$ cat src/sv/dhcprp_pkg.sv
// Shared types and constants of the DHCP reply parser.
// It has no dependencies. The parse core and the top level use it.
`timescale 1ns / 1ps
`default_nettype none

package dhcprp_pkg;

    localparam int MAX_MESSAGE_BYTES = 1024;
    localparam int POS_W = $clog2(MAX_MESSAGE_BYTES + 1);

    localparam logic [POS_W-1:0] POS_LIMIT     = POS_W'(MAX_MESSAGE_BYTES);
    localparam logic [POS_W-1:0] POS_XID_FIRST = POS_W'(4);
    localparam logic [POS_W-1:0] POS_XID_LAST  = POS_W'(7);
    localparam logic [POS_W-1:0] POS_YIP_FIRST = POS_W'(16);
    localparam logic [POS_W-1:0] POS_YIP_LAST  = POS_W'(19);
    localparam logic [POS_W-1:0] POS_OPT_START = POS_W'(240);

    localparam logic [7:0] TAG_MSG_TYPE = 8'd53;
    localparam logic [7:0] TAG_SUBNET   = 8'd1;
    localparam logic [7:0] TAG_ROUTER   = 8'd3;

    localparam logic [7:0] MSG_OFFER = 8'h02;
    localparam logic [7:0] MSG_ACK   = 8'h05;

    typedef enum logic [1:0] {
        KIND_IGNORE = 2'd0,
        KIND_OFFER  = 2'd1,
        KIND_ACK    = 2'd2
    } t_kind;

    typedef struct packed {
        logic [7:0]  msg_type;
        logic [31:0] xid;
        logic [31:0] yip;
        logic [31:0] mask;
        logic [31:0] router;
    } t_parse_res;

endpackage

`default_nettype wire

$ cat src/sv/dhcprp_parse.sv
// Per-byte parse state of the DHCP reply parser: header capture and option walk.
// It depends on dhcprp_pkg and is instantiated by dhcp_reply_parser.
`timescale 1ns / 1ps
`default_nettype none

module dhcprp_parse (
    input  wire                     i_clk,
    input  wire                     i_rst_n,
    input  wire                     i_advance,
    input  wire  [7:0]              i_byte,
    input  wire                     i_last,
    output dhcprp_pkg::t_parse_res  o_res
);

    typedef enum logic [1:0] {
        PH_TAG  = 2'd0,
        PH_LEN  = 2'd1,
        PH_SKIP = 2'd2
    } t_phase;

    typedef enum logic [1:0] {
        TGT_NONE   = 2'd0,
        TGT_TYPE   = 2'd1,
        TGT_MASK   = 2'd2,
        TGT_ROUTER = 2'd3
    } t_target;

    logic [dhcprp_pkg::POS_W-1:0] r_pos, n_pos;
    logic [31:0] r_xid, n_xid;
    logic [31:0] r_yip, n_yip;
    logic [31:0] r_mask, n_mask;
    logic [31:0] r_router, n_router;
    logic [7:0]  r_msg_type, n_msg_type;
    logic [7:0]  r_skip, n_skip;
    logic [2:0]  r_cap_cnt, n_cap_cnt;
    t_phase      r_phase, n_phase;
    t_target     r_target, n_target;

    function automatic logic [2:0] cap_size(input t_target tgt);
        unique case (tgt)
            TGT_TYPE:              cap_size = 3'd1;
            TGT_MASK, TGT_ROUTER:  cap_size = 3'd4;
            default:               cap_size = 3'd0;
        endcase
    endfunction

    always_comb begin
        n_pos      = r_pos;
        n_xid      = r_xid;
        n_yip      = r_yip;
        n_mask     = r_mask;
        n_router   = r_router;
        n_msg_type = r_msg_type;
        n_skip     = r_skip;
        n_cap_cnt  = r_cap_cnt;
        n_phase    = r_phase;
        n_target   = r_target;

        if (r_pos < dhcprp_pkg::POS_LIMIT) begin
            if (r_pos >= dhcprp_pkg::POS_XID_FIRST && r_pos <= dhcprp_pkg::POS_XID_LAST) begin
                n_xid = {r_xid[23:0], i_byte};
            end
            if (r_pos >= dhcprp_pkg::POS_YIP_FIRST && r_pos <= dhcprp_pkg::POS_YIP_LAST) begin
                n_yip = {r_yip[23:0], i_byte};
            end

            if (r_pos >= dhcprp_pkg::POS_OPT_START) begin
                // The first count step skips the length byte of the option.
                if (r_cap_cnt != 3'd0) begin
                    if (r_cap_cnt <= cap_size(r_target)) begin
                        case (r_target)
                            TGT_TYPE:   n_msg_type = i_byte;
                            TGT_MASK:   n_mask     = {r_mask[23:0], i_byte};
                            TGT_ROUTER: n_router   = {r_router[23:0], i_byte};
                            default:    ;
                        endcase
                    end
                    n_cap_cnt = r_cap_cnt - 3'd1;
                    if (n_cap_cnt == 3'd0) begin
                        n_target = TGT_NONE;
                    end
                end

                unique case (r_phase)
                    PH_TAG: begin
                        if (!i_last) begin
                            if (i_byte == dhcprp_pkg::TAG_MSG_TYPE) begin
                                n_target  = TGT_TYPE;
                                n_cap_cnt = cap_size(TGT_TYPE) + 3'd1;
                            end else if (i_byte == dhcprp_pkg::TAG_SUBNET) begin
                                n_target  = TGT_MASK;
                                n_cap_cnt = cap_size(TGT_MASK) + 3'd1;
                            end else if (i_byte == dhcprp_pkg::TAG_ROUTER) begin
                                n_target  = TGT_ROUTER;
                                n_cap_cnt = cap_size(TGT_ROUTER) + 3'd1;
                            end
                            n_phase = PH_LEN;
                        end
                    end
                    PH_LEN: begin
                        n_skip  = i_byte;
                        n_phase = (i_byte == 8'd0) ? PH_TAG : PH_SKIP;
                    end
                    PH_SKIP: begin
                        if (r_skip != 8'd0) begin
                            n_skip = r_skip - 8'd1;
                        end
                        if (n_skip == 8'd0) begin
                            n_phase = PH_TAG;
                        end
                    end
                    default: begin
                        n_phase = PH_TAG;
                    end
                endcase
            end
            n_pos = r_pos + dhcprp_pkg::POS_W'(1);
        end
    end

    always_ff @(posedge i_clk) begin
        if (!i_rst_n || (i_advance && i_last)) begin
            r_pos      <= '0;
            r_xid      <= '0;
            r_yip      <= '0;
            r_mask     <= '0;
            r_router   <= '0;
            r_msg_type <= '0;
            r_skip     <= '0;
            r_cap_cnt  <= '0;
            r_phase    <= PH_TAG;
            r_target   <= TGT_NONE;
        end else if (i_advance) begin
            r_pos      <= n_pos;
            r_xid      <= n_xid;
            r_yip      <= n_yip;
            r_mask     <= n_mask;
            r_router   <= n_router;
            r_msg_type <= n_msg_type;
            r_skip     <= n_skip;
            r_cap_cnt  <= n_cap_cnt;
            r_phase    <= n_phase;
            r_target   <= n_target;
        end
    end

    assign o_res.msg_type = n_msg_type;
    assign o_res.xid      = n_xid;
    assign o_res.yip      = n_yip;
    assign o_res.mask     = n_mask;
    assign o_res.router   = n_router;

endmodule

`default_nettype wire

$ cat src/sv/dhcp_reply_parser.sv
// DHCP reply parser: one message byte per cycle, one result on the last byte.
// The last byte waits in the input register; its result is registered in the output
// register when that byte advances. Throughput: one byte per cycle;
// input stalls only while a last byte waits for a full result register.
// Reset is synchronous, active low; it clears the parse state and sets expected_xid to zero.
// It depends on dhcprp_pkg and dhcprp_parse.
`timescale 1ns / 1ps
`default_nettype none

module dhcp_reply_parser (
    input  wire          i_clk,
    input  wire          i_rst_n,
    input  wire          i_cfg_valid,
    output logic         o_cfg_ready,
    input  wire  [31:0]  i_cfg_data,     // expected_xid
    input  wire          s_axis_tvalid,
    output logic         s_axis_tready,
    input  wire  [7:0]   s_axis_tdata,   // data_byte
    input  wire          s_axis_tlast,   // last_byte
    output logic         m_axis_tvalid,
    input  wire          m_axis_tready,
    // From bit 0: reply_kind[1:0], xid_match[2], offered_ip[34:3],
    // subnet_mask[66:35], router_addr[98:67], zero fill[103:99].
    output logic [103:0] m_axis_tdata
);

    logic [31:0] r_exp_xid;

    logic        r_in_valid;
    logic [7:0]  r_in_byte;
    logic        r_in_last;
    logic        advance;

    dhcprp_pkg::t_parse_res res;
    dhcprp_pkg::t_kind      kind;
    logic                   match;

    logic                   r_out_valid;
    dhcprp_pkg::t_kind      r_out_kind;
    logic                   r_out_match;
    logic [31:0]            r_out_yip;
    logic [31:0]            r_out_mask;
    logic [31:0]            r_out_router;

    assign o_cfg_ready = 1'b1;

    always_ff @(posedge i_clk) begin
        if (!i_rst_n) begin
            r_exp_xid <= '0;
        end else if (i_cfg_valid && o_cfg_ready) begin
            r_exp_xid <= i_cfg_data;
        end
    end

    assign advance = r_in_valid && (!r_in_last || !r_out_valid || m_axis_tready);
    assign s_axis_tready = !r_in_valid || advance;

    always_ff @(posedge i_clk) begin
        if (!i_rst_n) begin
            r_in_valid <= 1'b0;
        end else if (s_axis_tready) begin
            r_in_valid <= s_axis_tvalid;
        end
        if (s_axis_tready && s_axis_tvalid) begin
            r_in_byte <= s_axis_tdata;
            r_in_last <= s_axis_tlast;
        end
    end

    dhcprp_parse u_parse (
        .i_clk     (i_clk),
        .i_rst_n   (i_rst_n),
        .i_advance (advance),
        .i_byte    (r_in_byte),
        .i_last    (r_in_last),
        .o_res     (res)
    );

    always_comb begin
        match = (res.xid == r_exp_xid);
        kind  = dhcprp_pkg::KIND_IGNORE;
        if (match) begin
            if (res.msg_type == dhcprp_pkg::MSG_OFFER) begin
                kind = dhcprp_pkg::KIND_OFFER;
            end else if (res.msg_type == dhcprp_pkg::MSG_ACK) begin
                kind = dhcprp_pkg::KIND_ACK;
            end
        end
    end

    always_ff @(posedge i_clk) begin
        if (!i_rst_n) begin
            r_out_valid <= 1'b0;
        end else if (advance && r_in_last) begin
            r_out_valid <= 1'b1;
        end else if (m_axis_tready) begin
            r_out_valid <= 1'b0;
        end
        if (advance && r_in_last) begin
            r_out_kind   <= kind;
            r_out_match  <= match;
            r_out_yip    <= res.yip;
            r_out_mask   <= res.mask;
            r_out_router <= res.router;
        end
    end

    assign m_axis_tvalid = r_out_valid;
    assign m_axis_tdata  = {5'd0, r_out_router, r_out_mask, r_out_yip, r_out_match, r_out_kind};

    a_kind_needs_match: assert property (@(posedge i_clk) disable iff (!i_rst_n)
        r_out_valid |-> (r_out_kind == dhcprp_pkg::KIND_IGNORE || r_out_match))
        else $error("reply kind set without identifier match");

    a_accept_lands: assert property (@(posedge i_clk) disable iff (!i_rst_n)
        s_axis_tvalid && s_axis_tready |=> r_in_valid)
        else $error("accepted byte not held in input register");

    a_last_gives_result: assert property (@(posedge i_clk) disable iff (!i_rst_n)
        advance && r_in_last |=> r_out_valid)
        else $error("last byte did not produce a result");

    a_stall_only_on_full: assert property (@(posedge i_clk) disable iff (!i_rst_n)
        r_in_valid && !advance |-> r_in_last && r_out_valid)
        else $error("input stalled without a waiting result");

endmodule

`default_nettype wire
$ cat config.mk
export PLATFORM = sky130hd
export DESIGN_NAME = dhcp_reply_parser
export DESIGN_NICKNAME = d
export VERILOG_FILES = /design/src/sv/dhcprp_pkg.sv /design/src/sv/dhcprp_parse.sv /design/src/sv/dhcp_reply_parser.sv
export SDC_FILE = /design/constraint.sdc
export NUM_CORES = 1
export LEC_CHECK = 0
export ABC_AREA = 1
export BUFFER_PORTS_ARGS = -buffer_cell sky130_fd_sc_hd__clkbuf_2
export CORE_UTILIZATION = 60
export CTS_CLUSTER_SIZE = 14
export DETAILED_ROUTE_END_ITERATION = 7
export GPL_ROUTABILITY_DRIVEN = 0
export PLACE_DENSITY = 0.82
export SYNTH_ARGS = -nofsm -noshare
export SYNTH_HDL_FRONTEND = slang
export SYNTH_SLANG_ARGS = --single-unit
$ cat constraint.sdc
create_clock -name i_clk -period 5.99 [get_ports i_clk]
set_input_delay 0.2995 -clock i_clk [delete_from_list [all_inputs] [get_ports i_clk]]
set_output_delay 0.2995 -clock i_clk [all_outputs]
set_load 0.02 [all_outputs]
==> results.yml, run 1 <==
worst_setup_path:
  timing.critical_path.cells: "nand2_1, nand2_8, inv_2, nand2_1, nand2_4, inv_1, o211ai_1, inv_1"
  cp_top_family: "simple AND/OR/NAND/NOR gates"
  cpPeakStageDelay_ns: 0.88
  criticalPathCategory: "reg2reg"
  worstPathMaxFanout: 147
  crit_buf_inv: 3
  critical_path.endpoint_type: "register"
  arrival_time_worst_endpoint_ns: 3.73
  slowest_stage_cell_crit_path: "nand2_4"
  start_kind: "register"
  critPathRequiredTime_ns: 6.43
routing:
  routed_wl_mm: 30.4
  number_of_optimization_iterations_in_the_first_detailed_route_pass: 8
  route.antenna.remaining_nets: 0
  dr.first_iter.drc_count: 939
  via_count: 11400
  routed_via_density: 5.33
  detail_route.drc_violations: 10
  wl_per_cell_microns: 14.2
synthesis:
  asyncSetResetFlopFracSynth_pct: 0
  ys.flop_type: "dfxtp_1"
  synthesis.instances: 1729
  post_synth_instance_area_sq_um: 13500
  ys_seq_area_share_pct: 52.9
  avgSynthCellArea_sq_um: 7.83
  ys.warnings.count: 0
  synth-edff-count: 108
  synth_cell_types: 37
  ys_seq_elements: 304
timing:
  grt_setup_unrepaired: "no"
  final.period_utilization_pct: 54.8
  clock_skew_ns: 0.0188
  slew_viol_final: 0
  max_freq_mhz: 304
  timing_hold_violations_final: 0
  tns_ns: 0
  worst_slew_margin_rel_pct: 21.9
  post-route-min-period_ns: 3.29
  finalSetupViolations: 0
  post-route-worst-setup-slack_ns: 2.70
  worst_slew_pin_slew_ns: 1.17
global_routing:
  grt_first_pass_wirelength_mm: 49.6
  grt.total_usage_pct: 26.2
  grt-ovfl-total: 0
  grt_pass1_vias: 10200
  number_of_antenna_violations_at_the_first_check_in_global_routing: 1
  grt_max_degree: 148
clock_tree:
  htree_levels: 1
  clk_pin_slew_ns: 0.06
  cts_tree: "built"
  clk_latency_ns: 0.56
  cts_max_path_buffers: 3
  clkSinkCount: 304
  cts-buffers-inserted: 30
  clock-root-buffer: "clkbuf_16"
  cts.repair.resized: 0
layout:
  stdcell_area_sq_um: 15400
  flow.area_growth_from_synthesis_pct: 13.9
  fin_nets: 1893
  stdcell_count: 2140
  post_route_cells_drive_above_1_share_pct: 11.6
  antenna_cell_count: 0
run_status:
  failed_checks: "DRC"
  outcome: "complete, but fails checks"
flow_run:
  drv_cap: 0
floorplan:
  fp.dieArea_sq_um: 23200
  placementRows: 54
  fp.dieW_microns: 152
  floorplan.die.height_microns: 152
  io_pins: 153
  core_area_sq_um: 22000
  start_util_pct: 61.6
power:
  vdd_drop_max_mv: 0.268
  p_int_mw: 3.56
  p_sw_mw: 1.10
  clock_share_of_power_pct: 42.0
  design_power_total_mw: 4.66
  power.switching_fraction_pct: 23.7
  comb_power_share_pct: 8.7
  p_leak_nw: 7.20
  power_per_cell_area_nw_per_um2: 302
  power.share.sequential_pct: 49.3
placed_design:
  place.detailed.instances: 2072
  dpl_wire_length_mm: 19.5
  port-buffer-count: 146
  detailedPlace.worstSlack_ns: 2.69
  detailed_place.area_sq_um: 14300
worst_hold_path:
  min-delay-path-class: "in2reg"
state kept, by name, summed over array words and instances, names as in the netlist, 2 cells and up:
register / cells
u_parse.r_yip: 32
u_parse.r_target: 2
u_parse.r_mask: 32
r_out_router: 32
r_exp_xid: 32
u_parse.r_xid: 32
r_out_yip: 32
u_parse.r_msg_type: 8
u_parse.r_pos: 11
u_parse.r_skip: 8
u_parse.r_cap_cnt: 3
r_out_mask: 32
u_parse.r_phase: 2
u_parse.r_router: 32
r_in_byte: 8
r_out_kind: 2
worst register-to-register path: stages (launching register included):
cell and delay, ns:
edfxtp_1 0.46, nand2_1 0.20, nand2_8 0.41, inv_2 0.17, nand2_1 0.15, nand2_4 0.88, inv_1 0.60, o211ai_1 0.26
inv_1 0.06
metal layers:
layer  share of wire, %  up-vias  GRT usage, %
met2                 47      356          42.9
met3                6.5       69          3.50
met5                  0        -             0
met1                 44     5184          35.3
met4                3.3        0          10.6
li1                   -     5791             -
logic make-up (layout without fill, tap and decap cells):
logic type,Yosys count,count (layout),share of synthesized area (%)
buffers and inverters,396,523,11.7
and+or+nand+nor,577,577,17.5
DFF,304,304,52.9
other,2,6,0.0555
AOI/OAI and AO/OA,436,436,16.6
adders and majority gates,11,11,1.02
xor gates and xnor gates,3,3,0.194
power by group through the flow:
stage | Combinational (mW) | Sequential, mW | Clock [mW]
detailed placement | 0.394 | 2.34 | 0
finish | 0.405 | 2.30 | 1.96
floorplan | 0.265 | 2.35 | 0
global placement | 0.381 | 2.34 | 0
global route | 0.461 | 2.31 | 2.07
CTS | 0.404 | 2.30 | 1.99
path summary, 6_finish.rpt:
path | startpoint | slack, ns | to | cells past startpoint
min reg2reg | r_exp_xid[1] | 0.47 | r_exp_xid[1] | 2
max | r_in_last | 2.70 | u_parse.r_msg_type[6] | 8
min | s_axis_tvalid | 0.02 | r_in_valid | 3
max reg2reg | r_in_last | 2.70 | u_parse.r_msg_type[6] | 8
through the flow:
step | hold slack (ns) | util [%]
4_1_cts | 0.00800 | 70.2
5_1_grt | 0.0370 | 70.2
2_1_floorplan | 0.398 | -
3_3_place_gp | 0.454 | 64.9
3_5_place_dp | 0.463 | 64.9
6_report | 0.0164 | 70.2
cell usage after synthesis (3+ instances only):
master	n	share of area, %
nor3_1	10	0.37
a211oi_1	3	0.17
nand3b_1	4	0.22
ha_1	11	1.0
nor2_2	3	0.14
o21a_1	3	0.17
edfxtp_1	108	24
a21oi_1	128	4.7
dfxtp_1	196	29
inv_1	298	8.3
nand3_1	94	3.5
nand2_2	6	0.28
o21ai_1	25	0.92
buf_2	24	0.89
nor2_1	146	4.0
buf_4	11	0.61
o21ai_0	258	9.5
clkbuf_1	47	1.3
nand4_1	4	0.18
buf_1	8	0.22
o211ai_1	13	0.72
buf_6	4	0.33
nand2_1	305	8.5
cell type report:
| cell class | instances | area, sq um |
|---|---|---|
| Clock buffer | 40 | 828 |
| Clock inverter | 16 | 214 |
| Fill cell | 1653 | 6540 |
| Inverter | 302 | 1140 |
| Multi-Input combinational cell | 1033 | 4820 |
| Sequential cell | 304 | 7170 |
| Tap cell | 280 | 350 |
| Timing Repair Buffer | 165 | 903 |
what timing repair did:
item / CTS / global route
setup buffers: 0 / 0
hold endpoints to repair: 12 / 0
hold buffers: 12 / 0
placed cells by master (no fill, tap or decap), drive strengths merged, types with 12 or more instances in the layout:
cell type    Yosys  final
clkbuf          47    186
o21ai          283    283
a21oi          128    128
nand3           95     95
nand2          311    311
inv            300    301
dlygate4sd3      0     12
o211ai          13     13
dfxtp          196    196
nor2           150    150
edfxtp         108    108
Note: power is estimated with default switching activity, not from simulation.
==> run 2, diff against run 1 <==
--- a/config.mk
+++ b/config.mk
@@ -7,11 +7,11 @@
 export LEC_CHECK = 0
 export ABC_AREA = 1
 export BUFFER_PORTS_ARGS = -buffer_cell sky130_fd_sc_hd__clkbuf_2
-export CORE_UTILIZATION = 60
+export CORE_UTILIZATION = 53
 export CTS_CLUSTER_SIZE = 14
 export DETAILED_ROUTE_END_ITERATION = 7
 export GPL_ROUTABILITY_DRIVEN = 0
-export PLACE_DENSITY = 0.82
+export PLACE_DENSITY = 0.76
 export SYNTH_ARGS = -nofsm -noshare
 export SYNTH_HDL_FRONTEND = slang
 export SYNTH_SLANG_ARGS = --single-unit
==> constraint.sdc (replaced) <==
create_clock -name i_clk -period 2.8 [get_ports i_clk]
set_input_delay 0.14 -clock i_clk [delete_from_list [all_inputs] [get_ports i_clk]]
set_output_delay 0.14 -clock i_clk [all_outputs]
set_load 0.02 [all_outputs]
==> results.yml, run 2 (synthesis gave the netlist of run 1 again) <==
floorplan:
  start_util_pct: 53.9
  placementRows: 58
  fp.dieArea_sq_um: 26200
  io_pins: 153
  floorplan.die.height_microns: 162
  fp.dieW_microns: 162
  core_area_sq_um: 25100
global_routing:
  number_of_antenna_violations_at_the_first_check_in_global_routing: 0
  grt.total_usage_pct: 23.7
  grt_max_degree: 133
  grt_first_pass_wirelength_mm: 50.4
  grt-ovfl-total: 0
  grt_pass1_vias: 10400
clock_tree:
  clkSinkCount: 304
  clock-root-buffer: "clkbuf_16"
  cts_tree: "built"
  cts-buffers-inserted: 31
  clk_latency_ns: 0.57
  post_cts_buffers: 0
  cts.repair.resized: 0
  cts_max_path_buffers: 3
  clk_pin_slew_ns: 0.06
  htree_levels: 1
flow_run:
  drv_cap: 0
routing:
  via_count: 11600
  routed_wl_mm: 31.4
  route.antenna.remaining_nets: 0
  routed_via_density: 5.17
  detail_route.drc_violations: 0
  wl_per_cell_microns: 14.1
  number_of_optimization_iterations_in_the_first_detailed_route_pass: 5
  dr.first_iter.drc_count: 1032
layout:
  fin_nets: 1938
  layout.cells.most_common_list: "302 x nand2_1, 297 x inv_1, 258 x o21ai_0"
  stdcell_area_sq_um: 15900
  antenna_cell_count: 0
  post_route_cells_drive_above_1_share_pct: 12.0
  finalCoreUtilization_pct: 63.4
  flow.area_growth_from_synthesis_pct: 17.6
  final_common_cell: "nand2_1"
  fillers: 2154
timing:
  timing_hold_violations_final: 0
  final.period_utilization_pct: 83.3
  tns_ns: 0
  grt_setup_unrepaired: "no"
  finalSetupViolations: 0
  max_freq_mhz: 429
  slew_viol_final: 0
  worst_slew_pin_slew_ns: 1.13
  worst_slew_margin_rel_pct: 24.8
  clock_skew_ns: 0.0124
  post-route-min-period_ns: 2.33
placed_design:
  detailed_place.area_sq_um: 14500
  dpl_wire_length_mm: 19.8
  port-buffer-count: 146
power:
  p_int_mw: 7.45
  power_per_cell_area_nw_per_um2: 620
  clock_share_of_power_pct: 40.9
  comb_power_share_pct: 9.2
  power.switching_fraction_pct: 24.5
  design_power_total_mw: 9.87
  p_sw_mw: 2.42
  power.share.sequential_pct: 49.9
  p_leak_nw: 7.40
  vdd_drop_max_mv: 0.445
worst_setup_path:
  criticalPathCategory: "reg2reg"
  start_kind: "register"
  worstPathMaxFanout: 64
  critPathRequiredTime_ns: 3.32
  setup.reg_to_reg.worst_slack_ns: 0.47
  cpPeakStageDelay_ns: 0.44
  slowest_stage_cell_crit_path: "o21ai_0"
  critical_path.endpoint_type: "register"
  cp_top_family: "buffers and inverters"
  crit_buf_inv: 3
  arrival_time_worst_endpoint_ns: 2.85
  timing.critical_path.cells: "ha_1, nor2_1, nor2_2, buf_4, nand2_2, buf_4, o21ai_0, o21ai_0, inv_1"
worst_hold_path:
  min-delay-path-class: "in2reg"
run_status:
  outcome: "finished, final reports clean"
run 2: worst paths after layout:
check | start | cells after the start | endpoint
setup reg to reg | u_parse.r_pos[0] | 9 | u_parse.r_yip[25]
hold / removal | m_axis_tready | 5 | m_axis_tvalid
hold reg to reg | u_parse.r_skip[0] | 2 | u_parse.r_skip[0]
setup / recovery | u_parse.r_pos[0] | 9 | u_parse.r_yip[25]
run 2: power groups by stage:
stage	Clock, mW	Sequential [mW]	Combinational (mW)
2_1_floorplan	0	5.04	0.568
3_3_place_gp	0	5.01	0.826
3_5_place_dp	0	5.01	0.852
4_1_cts	4.09	4.92	0.909
5_1_grt	4.26	4.94	1.04
6_report	4.03	4.92	0.910
run 2: layer usage:
| metal | part of all wire (%) | vias up | wire [microns] | GRT usage (%) |
|---|---|---|---|---|
| met4 | 3.0 | 0 | 942 | 7.93 |
| met5 | 0 | - | 0 | 0 |
| met1 | 44 | 5311 | 13900 | 31.1 |
| li1 | - | 5852 | - | - |
| met2 | 48 | 331 | 15100 | 40.5 |
| met3 | 5.0 | 56 | 1570 | 2.91 |
run 2: per-stage QoR:
stage | instances | setup WS [ns] | hold slack [ns]
4_1_cts | 2236 | 0.462 | 0.0389
3_3_place_gp | 2132 | 0.546 | 0.322
5_1_grt | 2236 | 0.137 | 0.0623
6_report | 2236 | 0.468 | 0.0490
3_5_place_dp | 2132 | 0.482 | 0.326
2_1_floorplan | 1733 | 0.0317 | 0.239
run 2: layout make-up:
cell class | instances | area (sq um) | share of cell area, %
Clock inverter | 7 | 51.3 | 0.322
Sequential cell | 304 | 7170 | 45.0
Multi-Input combinational cell | 1033 | 4820 | 30.3
Clock buffer | 51 | 953 | 5.99
Timing Repair Buffer | 209 | 1370 | 8.60
Tap cell | 330 | 413 | 2.59
Inverter | 302 | 1140 | 7.15
run 2: worst reg2reg max path, delay by kind of cell (launching register included):
family	cells	cell delay, ns
buf+inv	3	0.78
flops	1	0.38
simple gates	3	0.28
compound gates	2	0.62
fa+ha+maj	1	0.21
run 2: what timing repair did:
action                                  4_1_cts  5_1_grt
hold endpoints to repair                     42        0
endpoints found under the setup margin        0        0
hold buffers                                 46        0
